File: src/fmod_pkg.sv
// fmod_pkg: types and constants shared by the binary64 remainder block.
// No dependencies.
package fmod_pkg;
  localparam int unsigned ExpW  = 11;
  localparam int unsigned FracW = 52;
  localparam int unsigned SigW  = 53;
  localparam logic [63:0] QNaN  = 64'h7FF8_0000_0000_0000;
  localparam logic [ExpW-1:0] ExpMax = 11'h7FF;

  typedef enum logic [2:0] {
    CMD_NONE,
    CMD_LOAD,
    CMD_NORM,
    CMD_REDUCE,
    CMD_FINAL,
    CMD_RENORM,
    CMD_PACK
  } cmd_e;

  typedef struct packed {
    logic special;   // result already settled by classification
    logic norm_done; // both significands normalized
    logic red_done;  // exponent difference used up
    logic zero_hit;  // a step reached exactly zero
    logic ren_done;  // remainder renormalized
  } fmod_status_t;
endpackage

File: src/fmod_datapath.sv
// fmod_datapath: operand registers, shift-subtract reducer, repacker.
// Depends on fmod_pkg.
module fmod_datapath (
  input  logic                  clk_i,
  input  fmod_pkg::cmd_e        cmd_i,
  input  logic [63:0]           dividend_i,
  input  logic [63:0]           divisor_i,
  output fmod_pkg::fmod_status_t status_o,
  output logic [63:0]           result_o
);
  import fmod_pkg::*;

  logic [63:0] res_q, res_d;
  logic [SigW:0] mx_q, mx_d;
  logic [SigW-1:0] my_q, my_d;
  logic signed [12:0] ex_q, ex_d, ey_q, ey_d;
  logic sign_q, sign_d, special_q, special_d, zero_q, zero_d;

  logic [10:0] exa, eya;
  logic [63:0] xa, ya;
  logic ynan;
  logic [SigW+1:0] diff;
  logic [12:0] sh;

  always_comb begin
    exa  = dividend_i[62:52];
    eya  = divisor_i[62:52];
    xa   = {dividend_i[62:0], 1'b0};
    ya   = {divisor_i[62:0], 1'b0};
    ynan = (eya == ExpMax) && (divisor_i[51:0] != '0);
    diff = {1'b0, mx_q} - {2'b0, my_q};
    sh   = 13'(1) - ex_q;
    res_d = res_q; mx_d = mx_q; my_d = my_q; ex_d = ex_q; ey_d = ey_q;
    sign_d = sign_q; special_d = special_q; zero_d = zero_q;
    case (cmd_i)
      CMD_LOAD: begin
        sign_d = dividend_i[63];
        zero_d = 1'b0;
        special_d = 1'b1;
        ex_d = 13'(exa);
        ey_d = 13'(eya);
        mx_d = (exa == '0) ? {2'b00, dividend_i[51:0]} : {2'b01, dividend_i[51:0]};
        my_d = (eya == '0) ? {1'b0, divisor_i[51:0]} : {1'b1, divisor_i[51:0]};
        if (ya == '0 || ynan || exa == ExpMax) res_d = QNaN;
        else if (xa == ya) res_d = {dividend_i[63], 63'd0};
        else if (xa < ya) res_d = dividend_i;
        else begin
          special_d = 1'b0;
          if (exa == '0) ex_d = 13'sd1;
          if (eya == '0) ey_d = 13'sd1;
        end
      end
      CMD_NORM: begin
        if (!mx_q[SigW-1]) begin mx_d = {mx_q[SigW-1:0], 1'b0}; ex_d = ex_q - 13'sd1; end
        if (!my_q[SigW-1]) begin my_d = {my_q[SigW-2:0], 1'b0}; ey_d = ey_q - 13'sd1; end
      end
      CMD_REDUCE: begin
        // mx < 2*my, so the difference stays below my and the shift fits
        if (!diff[SigW+1]) begin
          if (diff == '0) zero_d = 1'b1;
          mx_d = {diff[SigW-1:0], 1'b0};
        end else mx_d = {mx_q[SigW-1:0], 1'b0};
        ex_d = ex_q - 13'sd1;
      end
      CMD_FINAL: begin
        if (!diff[SigW+1]) begin
          if (diff == '0) zero_d = 1'b1;
          mx_d = diff[SigW:0];
        end
      end
      CMD_RENORM: begin
        if (!mx_q[SigW-1] && mx_q != '0) begin
          mx_d = {mx_q[SigW-1:0], 1'b0}; ex_d = ex_q - 13'sd1;
        end
      end
      CMD_PACK: begin
        if (zero_q) res_d = {sign_q, 63'd0};
        else if (ex_q > 13'sd0) res_d = {sign_q, ex_q[10:0], mx_q[FracW-1:0]};
        else if (sh < 13'd64) res_d = {sign_q, 63'(64'(mx_q) >> sh[5:0])};
        else res_d = {sign_q, 63'd0};
      end
      default: ;
    endcase
  end

  always_ff @(posedge clk_i) begin
    res_q <= res_d; mx_q <= mx_d; my_q <= my_d; ex_q <= ex_d; ey_q <= ey_d;
    sign_q <= sign_d; special_q <= special_d; zero_q <= zero_d;
  end

  assign status_o.special   = special_q;
  assign status_o.norm_done = mx_q[SigW-1] && my_q[SigW-1];
  assign status_o.red_done  = !(ex_q > ey_q);
  assign status_o.zero_hit  = zero_q;
  assign status_o.ren_done  = mx_q[SigW-1] || (mx_q == '0);
  assign result_o = res_q;
endmodule

File: src/fmod_ctrl.sv
// fmod_ctrl: sequencer for load, normalize, reduce, renormalize, pack.
// Depends on fmod_pkg.
module fmod_ctrl (
  input  logic                   clk_i,
  input  logic                   rst_ni,
  input  logic                   in_valid_i,
  output logic                   in_stall_o,
  output logic                   out_valid_o,
  input  logic                   out_stall_i,
  input  fmod_pkg::fmod_status_t status_i,
  output fmod_pkg::cmd_e         cmd_o
);
  import fmod_pkg::*;

  typedef enum logic [2:0] {
    S_IDLE, S_CLASS, S_NORM, S_RED, S_FIN, S_REN, S_PACK, S_OUT
  } state_e;
  state_e state_q;

  assign in_stall_o  = (state_q != S_IDLE);
  assign out_valid_o = (state_q == S_OUT);

  always_comb begin
    case (state_q)
      S_IDLE:  cmd_o = (in_valid_i) ? CMD_LOAD : CMD_NONE;
      S_NORM:  cmd_o = CMD_NORM;
      S_RED:   cmd_o = (status_i.red_done || status_i.zero_hit) ? CMD_NONE : CMD_REDUCE;
      S_FIN:   cmd_o = CMD_FINAL;
      S_REN:   cmd_o = CMD_RENORM;
      S_PACK:  cmd_o = CMD_PACK;
      default: cmd_o = CMD_NONE;
    endcase
  end

  always_ff @(posedge clk_i or negedge rst_ni) begin
    if (!rst_ni) begin
      state_q <= S_IDLE;
    end else begin
      case (state_q)
        S_IDLE:  if (in_valid_i) state_q <= S_CLASS;
        S_CLASS: state_q <= status_i.special ? S_OUT : S_NORM;
        S_NORM:  if (status_i.norm_done) state_q <= S_RED;
        S_RED: begin
          if (status_i.zero_hit) state_q <= S_PACK;
          else if (status_i.red_done) state_q <= S_FIN;
        end
        S_FIN:   state_q <= status_i.zero_hit ? S_PACK : S_REN;
        S_REN:   if (status_i.ren_done || status_i.zero_hit) state_q <= S_PACK;
        S_PACK:  state_q <= S_OUT;
        S_OUT:   if (!out_stall_i) state_q <= S_IDLE;
        default: state_q <= S_IDLE;
      endcase
    end
  end

  a_out_holds: assert property (@(posedge clk_i) disable iff (!rst_ni)
    out_valid_o && out_stall_i |=> out_valid_o) else $error("result dropped");
  a_no_accept_busy: assert property (@(posedge clk_i) disable iff (!rst_ni)
    state_q != S_IDLE |-> in_stall_o) else $error("accept while busy");
  a_pack_then_out: assert property (@(posedge clk_i) disable iff (!rst_ni)
    state_q == S_PACK |=> out_valid_o) else $error("pack not followed by output");
endmodule

File: src/float64_remainder.sv
// float64_remainder: IEEE-754 binary64 fmod(x, y), sign of x.
// Depends on fmod_pkg, fmod_ctrl, fmod_datapath.
//   channel | signals                          | dir
//   in      | in_valid_i, in_stall_o, dividend_i, divisor_i | sink
//   out     | out_valid_o, out_stall_i, remainder_o        | source
// One item at a time. Special operands go from classify straight to output;
// otherwise: normalize shifts (up to 52), exponent difference (up to ~2100,
// one shift-subtract per cycle), final subtract, renormalize shifts (up to 52).
// Input stalls from accept until the cycle after the result is taken.
// Reset is asynchronous, active low; a result holds while out_stall_i is high.
module float64_remainder (
  input  logic        clk_i,
  input  logic        rst_ni,
  input  logic        in_valid_i,
  output logic        in_stall_o,
  input  logic [63:0] dividend_i,
  input  logic [63:0] divisor_i,
  output logic        out_valid_o,
  input  logic        out_stall_i,
  output logic [63:0] remainder_o
);
  import fmod_pkg::*;

  cmd_e         cmd;
  fmod_status_t status;

  fmod_ctrl u_ctrl (
    .clk_i, .rst_ni, .in_valid_i, .in_stall_o, .out_valid_o, .out_stall_i,
    .status_i(status), .cmd_o(cmd)
  );

  fmod_datapath u_dp (
    .clk_i, .cmd_i(cmd), .dividend_i, .divisor_i,
    .status_o(status), .result_o(remainder_o)
  );
endmodule

File: config.mk
export PLATFORM = sky130hd
export DESIGN_NAME = float64_remainder
export DESIGN_NICKNAME = d
export VERILOG_FILES = /design/src/fmod_pkg.sv /design/src/fmod_datapath.sv /design/src/fmod_ctrl.sv /design/src/float64_remainder.sv
export SDC_FILE = /design/constraint.sdc
export NUM_CORES = 1
export LEC_CHECK = 0
export BUFFER_PORTS_ARGS = -buffer_cell sky130_fd_sc_hd__buf_2
export CORE_AREA = 4 4 217 377
export CTS_CLUSTER_DIAMETER = 60
export DETAILED_ROUTE_END_ITERATION = 7
export DIE_AREA = 0 0 221 381
export HOLD_SLACK_MARGIN = 0.02
export PLACE_DENSITY = 0.41
export SLEW_MARGIN = 10
export SYNTH_ARGS = -nofsm -noshare
export SYNTH_HDL_FRONTEND = slang
export SYNTH_SLANG_ARGS = --single-unit
File: constraint.sdc
create_clock -name clk_i -period 19.5 [get_ports clk_i]
set_input_delay 1.95 -clock clk_i [delete_from_list [all_inputs] [get_ports clk_i]]
set_output_delay 1.95 -clock clk_i [all_outputs]
set_load 0.02 [all_outputs]
==> Yosys cells after proc, flatten, opt, wreduce, memory -nomap -nowiden <==
Index checks and enable logic that the tools add are counted.
{ "classes": {"addsub": 4, "n_lt_le_gt_ge": 4, "n_eq_ne": 28, "shifts": 1, "n_mux": 45, "n_reduce_logical": 33} }
{ "ops": {"columns": ["cell", "n"], "rows": [
  ["54-bit one-hot mux with 5 select lines", 1],
  ["54-bit 2-to-1 mux", 4],
  ["64-bit 2-to-1 mux", 3],
  ["63-bit 2-to-1 mux", 3],
  ["53-bit 2-to-1 mux", 3],
  ["64-bit one-hot mux with 2 select lines", 1],
  ["13-bit 2-to-1 mux", 9],
  ["53-bit one-hot mux with 2 select lines", 1],
  ["64-bit < comparator", 1],
  ["63-bit == test", 1],
  ["63-bit zero test", 1],
  ["54-bit by 6-bit right shift with 63-bit output", 1],
  ["55-bit zero test", 1],
  ["54-bit by 53-bit subtractor with 55-bit output", 1],
  ["54-bit zero test", 1],
  ["54-bit nonzero test", 1],
  ["13-bit one-hot mux with 4 select lines", 1],
  ["52-bit nonzero test", 1],
  ["13-bit one-hot mux with 2 select lines", 1],
  ["13-bit by 2-bit subtractor with 13-bit output (second input constant)", 2],
  ["3-bit one-hot mux with 8 select lines", 1],
  ["11-bit == test (second input constant)", 2],
  ["11-bit zero test", 2],
  ["11-bit 2-to-1 mux", 2],
  ["other kinds (29)", 70]
]} }
{ "totals": {"register_bits": 203, "inputBits": 132, "out_inout_bits": 66, "wordCells": 126} }

==> Depth between registers and ports, before layout <==
Gate-level depths: netlist of run 1.
{ "depth": {"ltp_word": 9, "ltp_mapped": 17, "mapped_depth_nobuf": 14} }

==> Cells and area by module <==
Synthesis of run 1 repeated with hierarchy kept, for this count alone.
{ "hier_totals": {"cells_unflattened": 2285, "hier_area_um2": 19303.5} }
{ "by_module_without_submodules": {"columns": ["mod", "n_inst", "cells_per_inst", "area_per_inst_um2", "seq_area_each_um2"], "rows": [
  ["fmod_datapath", 1, 2246, 19013.2, 6005.8],
  ["fmod_ctrl", 1, 39, 290.3, 75.1]
]} }

==> Least setup slack after synthesis of run 1 <==
OpenSTA, ideal clock, no wires.
{ "synth_timing": {"path_kind": "input to register", "from": "in divisor_i[29]", "to": "reg u_dp.res_q[0] (netlist: u_dp.result_o[0]) (enable)", "setup_ns": 0.574, "arrival_ns": 7.990, "t_required_ns": 18.926, "path_slack_ns": 10.936, "stages": 10, "n_path_buf": 1, "cell_sequence": "inv_1 ha_1 nand4_1 or2_2 nor3_1 nand4b_1 nand2b_1 clkbuf_1 a31oi_1 o21ai_0"} }
{ "synth_via": {"elab_chain_len": 6, "elab_cells_between_ends": 9, "classes_between": "1 x order compare; 2 x eq/ne; 6 x reduce/logical"} }
{ "synth_rtl": {"columns": ["element", "line", "rtl"], "rows": [
  ["start, declared", "float64_remainder.sv:17", "input logic [63:0] divisor_i,"],
  ["branches (longest 4 deep; another with 64-bit < comparator)", null, null],
  ["4-bit by 1-bit inequality test with 1-bit output (no line) (*)", null, null],
  ["2-bit AND reduction (no line) (*)", null, null],
  ["end signal, assigned", "fmod_datapath.sv:87", "res_q <= res_d; mx_q <= mx_d; my_q <= my_d; ex_q <= ex_d; ey_q <= ey_d;"],
  ["end, declared", "fmod_datapath.sv:13", "logic [63:0] res_q, res_d;"]
]} }
Mark *: on every way between the ends.
A chain may end at the register's enable or synchronous reset.

==> Worst setup path in the final report of run 1 <==
{ "layout_timing": {"from": "in divisor_i[0]", "to": "reg u_dp.res_q[9] (netlist: u_dp.result_o[9]) (enable)"} }
The elaborated chain is that of the path after synthesis.

==> flow_summary.ini, run 1 <==
[outcome]
status = finished clean

[yosys]
async_flop_share = 0.0148
ys_types = 93
syn_nets = 2652
synth.area.mux_share = 0.0625
synth_xor_area_frac = 0.0333
synth_cells = 2386
synth-compound-area-share = 0.246
yosys.area_share.simple = 0.198
synth-edff-count = 200
yosysWarnings = 0
ys_ff_latch = 203
synth_top_family_by_area = compound AO/OA/AOI/OAI gates
avgSynthCellArea_um2 = 8.17
syn_area_mm2 = 0.0195
synth_fa_ha_area_frac = 0.0864
ys_seq_area_frac = 0.312
ys.flop_type = edfxtp_1

[sta]
fin_setup_tns_ns = 0
max_freq_mhz = 151
clock_skew_ns = 0.0307
worst_pin_slew_ns = 1.07
max_slew_margin = 0.284
hold_slack_ns = 0.549
finalCritPeriodShare = 0.339
post-route-min-period_ns = 6.61
drv_slew = 0
hold_violations = 0
rsz0062_at_grt = false
setup_viol = 0

[clock_network]
cts_tree = built
cts.clk_slew.worst_paths_ns = 0.07
clockBufferDepth = 3
cts_root_buffer = clkbuf_16
cts_buffers = 25
clock_sinks = 203
clk_latency_ns = 0.58
cts-resized-gates = 0
cts_hold_buf = 0
cts_setup_buffers = 0
htreeDepth = 1

[critical_path]
worstSetupEndpointType = flip-flop
cp_common_cell = buf_4
path_buf_inv = 4
critPathMaxStageDelay_ns = 1.01
crit_fanout = 47
slowest_stage = nor4_2
critical_path_arrival_ns = 6.80
crit_type = input port to flip-flop
cp_cell_sequence = buf_2, nor4_1, buf_4, nand4_1, nor4_2, nand2_1, nand3_1, nand2b_1, buf_4, a31oi_1, o21ai_4, buf_4
critical_path_required_ns = 19.69
crit_path_start_kind = input port
critPathTopFamily = simple AND/OR/NAND/NOR gates

[layout]
nNetsFinal = 2748
post_route_cells_drive_above_1_share = 0.140
syn2layout_area_growth_pct = 14.4
nFillCells = 8693
final-seq-area_mm2 = 0.00608
layout_commonest_cell = nand2_1
n_antenna_cell = 0
multi_input_area_mm2 = 0.0123
mostFrequentLayoutCells = nand2_1 (359), edfxtp_1 (200), buf_2 (196)

[floorplan]
initial_core_util = 0.248
coreArea_mm2 = 0.0786
io-pin-count = 198
die_w_um = 221
row_count = 136
die-area_mm2 = 0.0842
die_h_um = 381

[grt]
grt_pass1_wl_um = 134000
grt_pass1_vias = 19711
gr-usage-all-layers = 0.211
grt_overflow = 0
antenna_found_initial = 1
grt_max_degree = 75

[power]
vdd_drop_max_uv = 119
powerDensity_mw_per_mm2 = 209
p_leak_nw = 9.07

[place]
dpl.hpwl_um = 74800
place.gp.congestion = 0.929
io_buffers = 196

[routing]
routedWlPerCell_um = 26.5
viasPerCell = 5.50
ant_nets = 0
num_vias = 19440
wl_um = 93800
drc = 0
dr.pass1.iters = 6
drt_iter0_markers = 1383

[worst_hold_path]
hp-class = flip-flop to flip-flop

[job]
maxCapViolations = 0
## path summary, 6_finish.rpt
| check | start | to | slack, ns | depth (start not counted) |
|---|---|---|---|---|
| worst min register to register | u_dp.sign_q$_DFFE_PP_ | u_dp.result_o[63]$_DFFE_PP_ | 0.55 | 2 |
| max in group asynchronous | rst_ni | u_ctrl.state_q[2]$_DFFE_PN0P_ | 18.24 | 1 |
| worst min-delay path | u_dp.sign_q$_DFFE_PP_ | u_dp.result_o[63]$_DFFE_PP_ | 0.55 | 2 |
| worst max-delay path | divisor_i[0] | u_dp.result_o[9]$_DFFE_PP_ | 12.89 | 12 |
| min in group asynchronous | rst_ni | u_ctrl.state_q[1]$_DFFE_PN0P_ | 1.15 | 1 |
| worst max register to register | u_dp.mx_q[0]$_DFFE_PP_ | u_dp.mx_q[11]$_DFFE_PP_ | 14.39 | 14 |
## where the power goes
group	switching, W	internal [W]
Clock	0.000210	0.000251
Sequential	0.000291	0.000748
Combinational	0.00213	0.00103
Total	0.00263	0.00203
## cell usage after synthesis (5+ instances only)
master	number	share of area
ha_1	133	0.085
o21bai_1	10	0.0039
and4_1	5	0.0022
inv_1	155	0.030
or3_1	14	0.0045
o21ai_0	153	0.039
mux2i_1	62	0.032
o211ai_1	19	0.0073
o21a_1	12	0.0046
nand2_1	360	0.069
xor2_1	29	0.013
a21boi_0	5	0.0019
o31a_1	5	0.0022
mux2_2	9	0.0052
and3_1	5	0.0016
xnor2_1	45	0.020
a211oi_1	19	0.0073
nand2b_1	11	0.0035
nor3_1	36	0.0092
a31oi_1	18	0.0058
edfxtp_1	200	0.31
o31ai_1	55	0.021
a221oi_1	32	0.014
nand4_1	51	0.016
or2_2	8	0.0026
nor2_1	192	0.037
a21oi_1	193	0.050
or4_1	7	0.0027
nor4_1	44	0.014
o22ai_1	33	0.011
a21o_1	59	0.023
clkbuf_1	127	0.024
and2_1	16	0.0051
buf_2	16	0.0041
nor2b_1	14	0.0045
a311o_1	6	0.0031
a222oi_1	9	0.0046
a211o_1	7	0.0031
a22oi_1	26	0.010
buf_1	16	0.0031
nand3_1	39	0.010
mux4_2	22	0.025
o21ai_1	14	0.0036
a221o_1	5	0.0026
## metal layers
metal  routed length (um)  global-route usage
met1                35900               0.237
met5                    0                   0
met2                48400               0.393
met3                 3590              0.0175
met4                 5960               0.116
## cell type report
class,count,area share
clock inverter,17,0.00595
sequential,203,0.273
clock buffer,28,0.0286
timing repair buffer,228,0.0548
inverter,155,0.0261
multi-input combinational,1869,0.554
tap,1035,0.0581
## state kept, by name, summed over array words and instances, names as in the netlist
register        flops
u_ctrl.state_q      3
u_dp.ey_q          13
u_dp.result_o      64
u_dp.ex_q          13
u_dp.mx_q          54
u_dp.special_q      1
u_dp.zero_q         1
u_dp.my_q          53
u_dp.sign_q         1
## tightest hold or removal path, stage by stage (launching register included)
cell and delay (ns):
edfxtp_1 0.33, nand2_1 0.04, o21ai_0 0.06
## per-stage QoR
step | utilization | cell area [um2] | cells | setup WS, ns | power (W)
after detailed placement | 0.274 | 21500 | 3490 | 12.19 | 0.00418
after CTS | 0.283 | 22300 | 3535 | 12.78 | 0.00466
final | 0.283 | 22300 | 3535 | 12.89 | 0.00466
after global placement | 0.274 | 21500 | 3490 | 12.15 | 0.00418
after floorplan | - | 19500 | 2386 | 10.94 | 0.00306
after global routing | 0.283 | 22300 | 3535 | 12.62 | 0.00496
## logic make-up after synthesis
kind of cell / count (synthesis)
AND/OR/NAND/NOR: 832
AO/OA/AOI/OAI: 736
buffers and inverters: 314
flip-flops: 203
adder cells (fa/ha/maj): 134
multiplexers: 93
XOR/XNOR: 74
(Power assumes the default switching activity.)
==> inputs of run 2 (changes only) <==
- clock period: 19.5 -> 6.65 ns (I/O delays scaled with it)
==> flow_summary.ini, run 2 (synthesis results as in run 1) <==
[routing]
drt_iter0_markers = 1398
routedWlPerCell_um = 26.7
drc = 0
wl_um = 94700
ant_nets = 0
dr.pass1.iters = 7
num_vias = 19443
viasPerCell = 5.48

[critical_path]
ff2ff_setup_slack_ns = 1.45
critical_path_arrival_ns = 5.54
reg2reg_depth = 14
critical_path_required_ns = 6.99
r2r-start = u_dp.mx_q[0]$_DFFE_PP_
crit_fanout = 25
worstSetupEndpointType = flip-flop
crit_path_start_kind = flip-flop
r2r-end = u_dp.mx_q[31]$_DFFE_PP_
crit_type = flip-flop to flip-flop

[sta]
max_freq_mhz = 192
fin_setup_tns_ns = 0
hold_violations = 0
max_slew_margin = 0.147
worst_pin_slew_ns = 1.27
finalCritPeriodShare = 0.782
clock_skew_ns = 0.0189
setup_viol = 0
drv_slew = 0
rsz0062_at_grt = false
fin_ws_ns = 1.45
post-route-min-period_ns = 5.20

[layout]
nNetsFinal = 2757
layout_commonest_cell = nand2_1
syn2layout_area_growth_pct = 16.4
final-seq-area_mm2 = 0.00608
largest_register_ffs = 64
multi_input_area_mm2 = 0.0123
n_antenna_cell = 0
nFillCells = 8634
utilization = 0.289
mostFrequentLayoutCells = nand2_1 (359), edfxtp_1 (200), buf_2 (196)
post_route_cells_drive_above_1_share = 0.147

[worst_hold_path]
hp-class = input port to flip-flop
holdPathEnd = u_dp.sign_q$_DFFE_PP_
hp-start = dividend_i[63]
min_path_cells = 1

[clock_network]
cts-resized-gates = 0
clk_latency_ns = 0.59
clockBufferDepth = 3
cts_buffers = 28
cts_setup_buffers = 0
clock_sinks = 203
cts_tree = built
htreeDepth = 1
cts.clk_slew.worst_paths_ns = 0.07
cts_root_buffer = clkbuf_16

[floorplan]
row_count = 136
io-pin-count = 198
die_w_um = 221
die-area_mm2 = 0.0842
initial_core_util = 0.248
coreArea_mm2 = 0.0786
die_h_um = 381

[power]
powerDensity_mw_per_mm2 = 629
p_leak_nw = 9.25
vdd_drop_max_uv = 315

[place]
dp_slack_ns = 1.44
dpl.hpwl_um = 75000
place.gp.congestion = 0.929
io_buffers = 196

[grt]
antenna_found_initial = 1
grt_max_degree = 77
grt_pass1_vias = 19841
gr-usage-all-layers = 0.214
grt_overflow = 0
grt_pass1_wl_um = 136000

[job]
maxCapViolations = 0

[outcome]
status = finished clean
run 2: cell count changes in the layout (fill, tap and decap cells not counted), moves of 2 or more:
cell,change
clkinvlp_4,+2
bufinv_16,+7
buf_4,+4
clkbuf_1,-3
clkinv_1,-4
clkbuf_16,+4
clkinv_8,+3
run 2: power breakdown:
group / switching (W) / total (W) / internal [W]
Combinational: 0.00637 / 0.00942 / 0.00305
Sequential: 0.000828 / 0.00302 / 0.00219
Clock: 0.000694 / 0.00182 / 0.00112
Total: 0.00789 / 0.0143 / 0.00637
run 2: layout make-up:
cell class	count	share of cell area
multi-input cells	1869	0.544
flip-flops and latches	203	0.268
well taps	1035	0.0571
repair buffers	234	0.0565
clock buffers	29	0.0320
inverters	155	0.0257
clock inverters	23	0.0168
run 2: metal layers:
metal  wire (um)  global-route usage
met2       48600               0.396
met1       36800               0.242
met3        3220              0.0166
met4        6100               0.118
met5           0                   0
run 2: how the worst max path moves through the flow:
stage                     cells after the start  slack (ns)                    from                       to
final                                        14        1.45  u_dp.mx_q[0]$_DFFE_PP_  u_dp.mx_q[31]$_DFFE_PP_
after global routing                         15        1.03  u_dp.mx_q[0]$_DFFE_PP_   u_dp.mx_q[1]$_DFFE_PP_
after CTS                                    14        1.41  u_dp.mx_q[0]$_DFFE_PP_  u_dp.mx_q[31]$_DFFE_PP_
after detailed placement                     14        1.44  u_dp.mx_q[0]$_DFFE_PP_  u_dp.mx_q[31]$_DFFE_PP_
after global placement                       14        1.50  u_dp.mx_q[0]$_DFFE_PP_  u_dp.mx_q[30]$_DFFE_PP_
after floorplan                              15        0.42  u_dp.ex_q[0]$_DFFE_PP_   u_dp.mx_q[0]$_DFFE_PP_
run 2: worst max-delay path, cell delays in order, from the launching register on:
cell	delay [ns]
edfxtp_1	0.45
inv_1	0.07
ha_1	0.22
fa_1	0.42
nor2b_1	0.18
o2111ai_1	0.22
a211oi_1	0.41
o211ai_1	0.21
nand2_1	0.30
a21oi_1	0.15
a211oi_1	0.48
o31a_1	0.30
nand2_1	0.65
buf_4	0.51
a221o_1	0.38
run 2: repair_timing:
item	CTS	global route
setup endpoints to repair	0	0
hold buffers	1	0
hold endpoints to repair	3	0
run 2: stage by stage:
stage | cells | cell area, um2 | hold slack, ns | total power [W]
floorplan | 2386 | 19500 | 0.369 | 0.00895
global placement | 3495 | 21600 | 0.473 | 0.0123
detailed placement | 3495 | 21600 | 0.474 | 0.0123
CTS | 3548 | 22700 | 0.240 | 0.0142
global route | 3548 | 22700 | 0.256 | 0.0152
finish | 3548 | 22700 | 0.290 | 0.0143
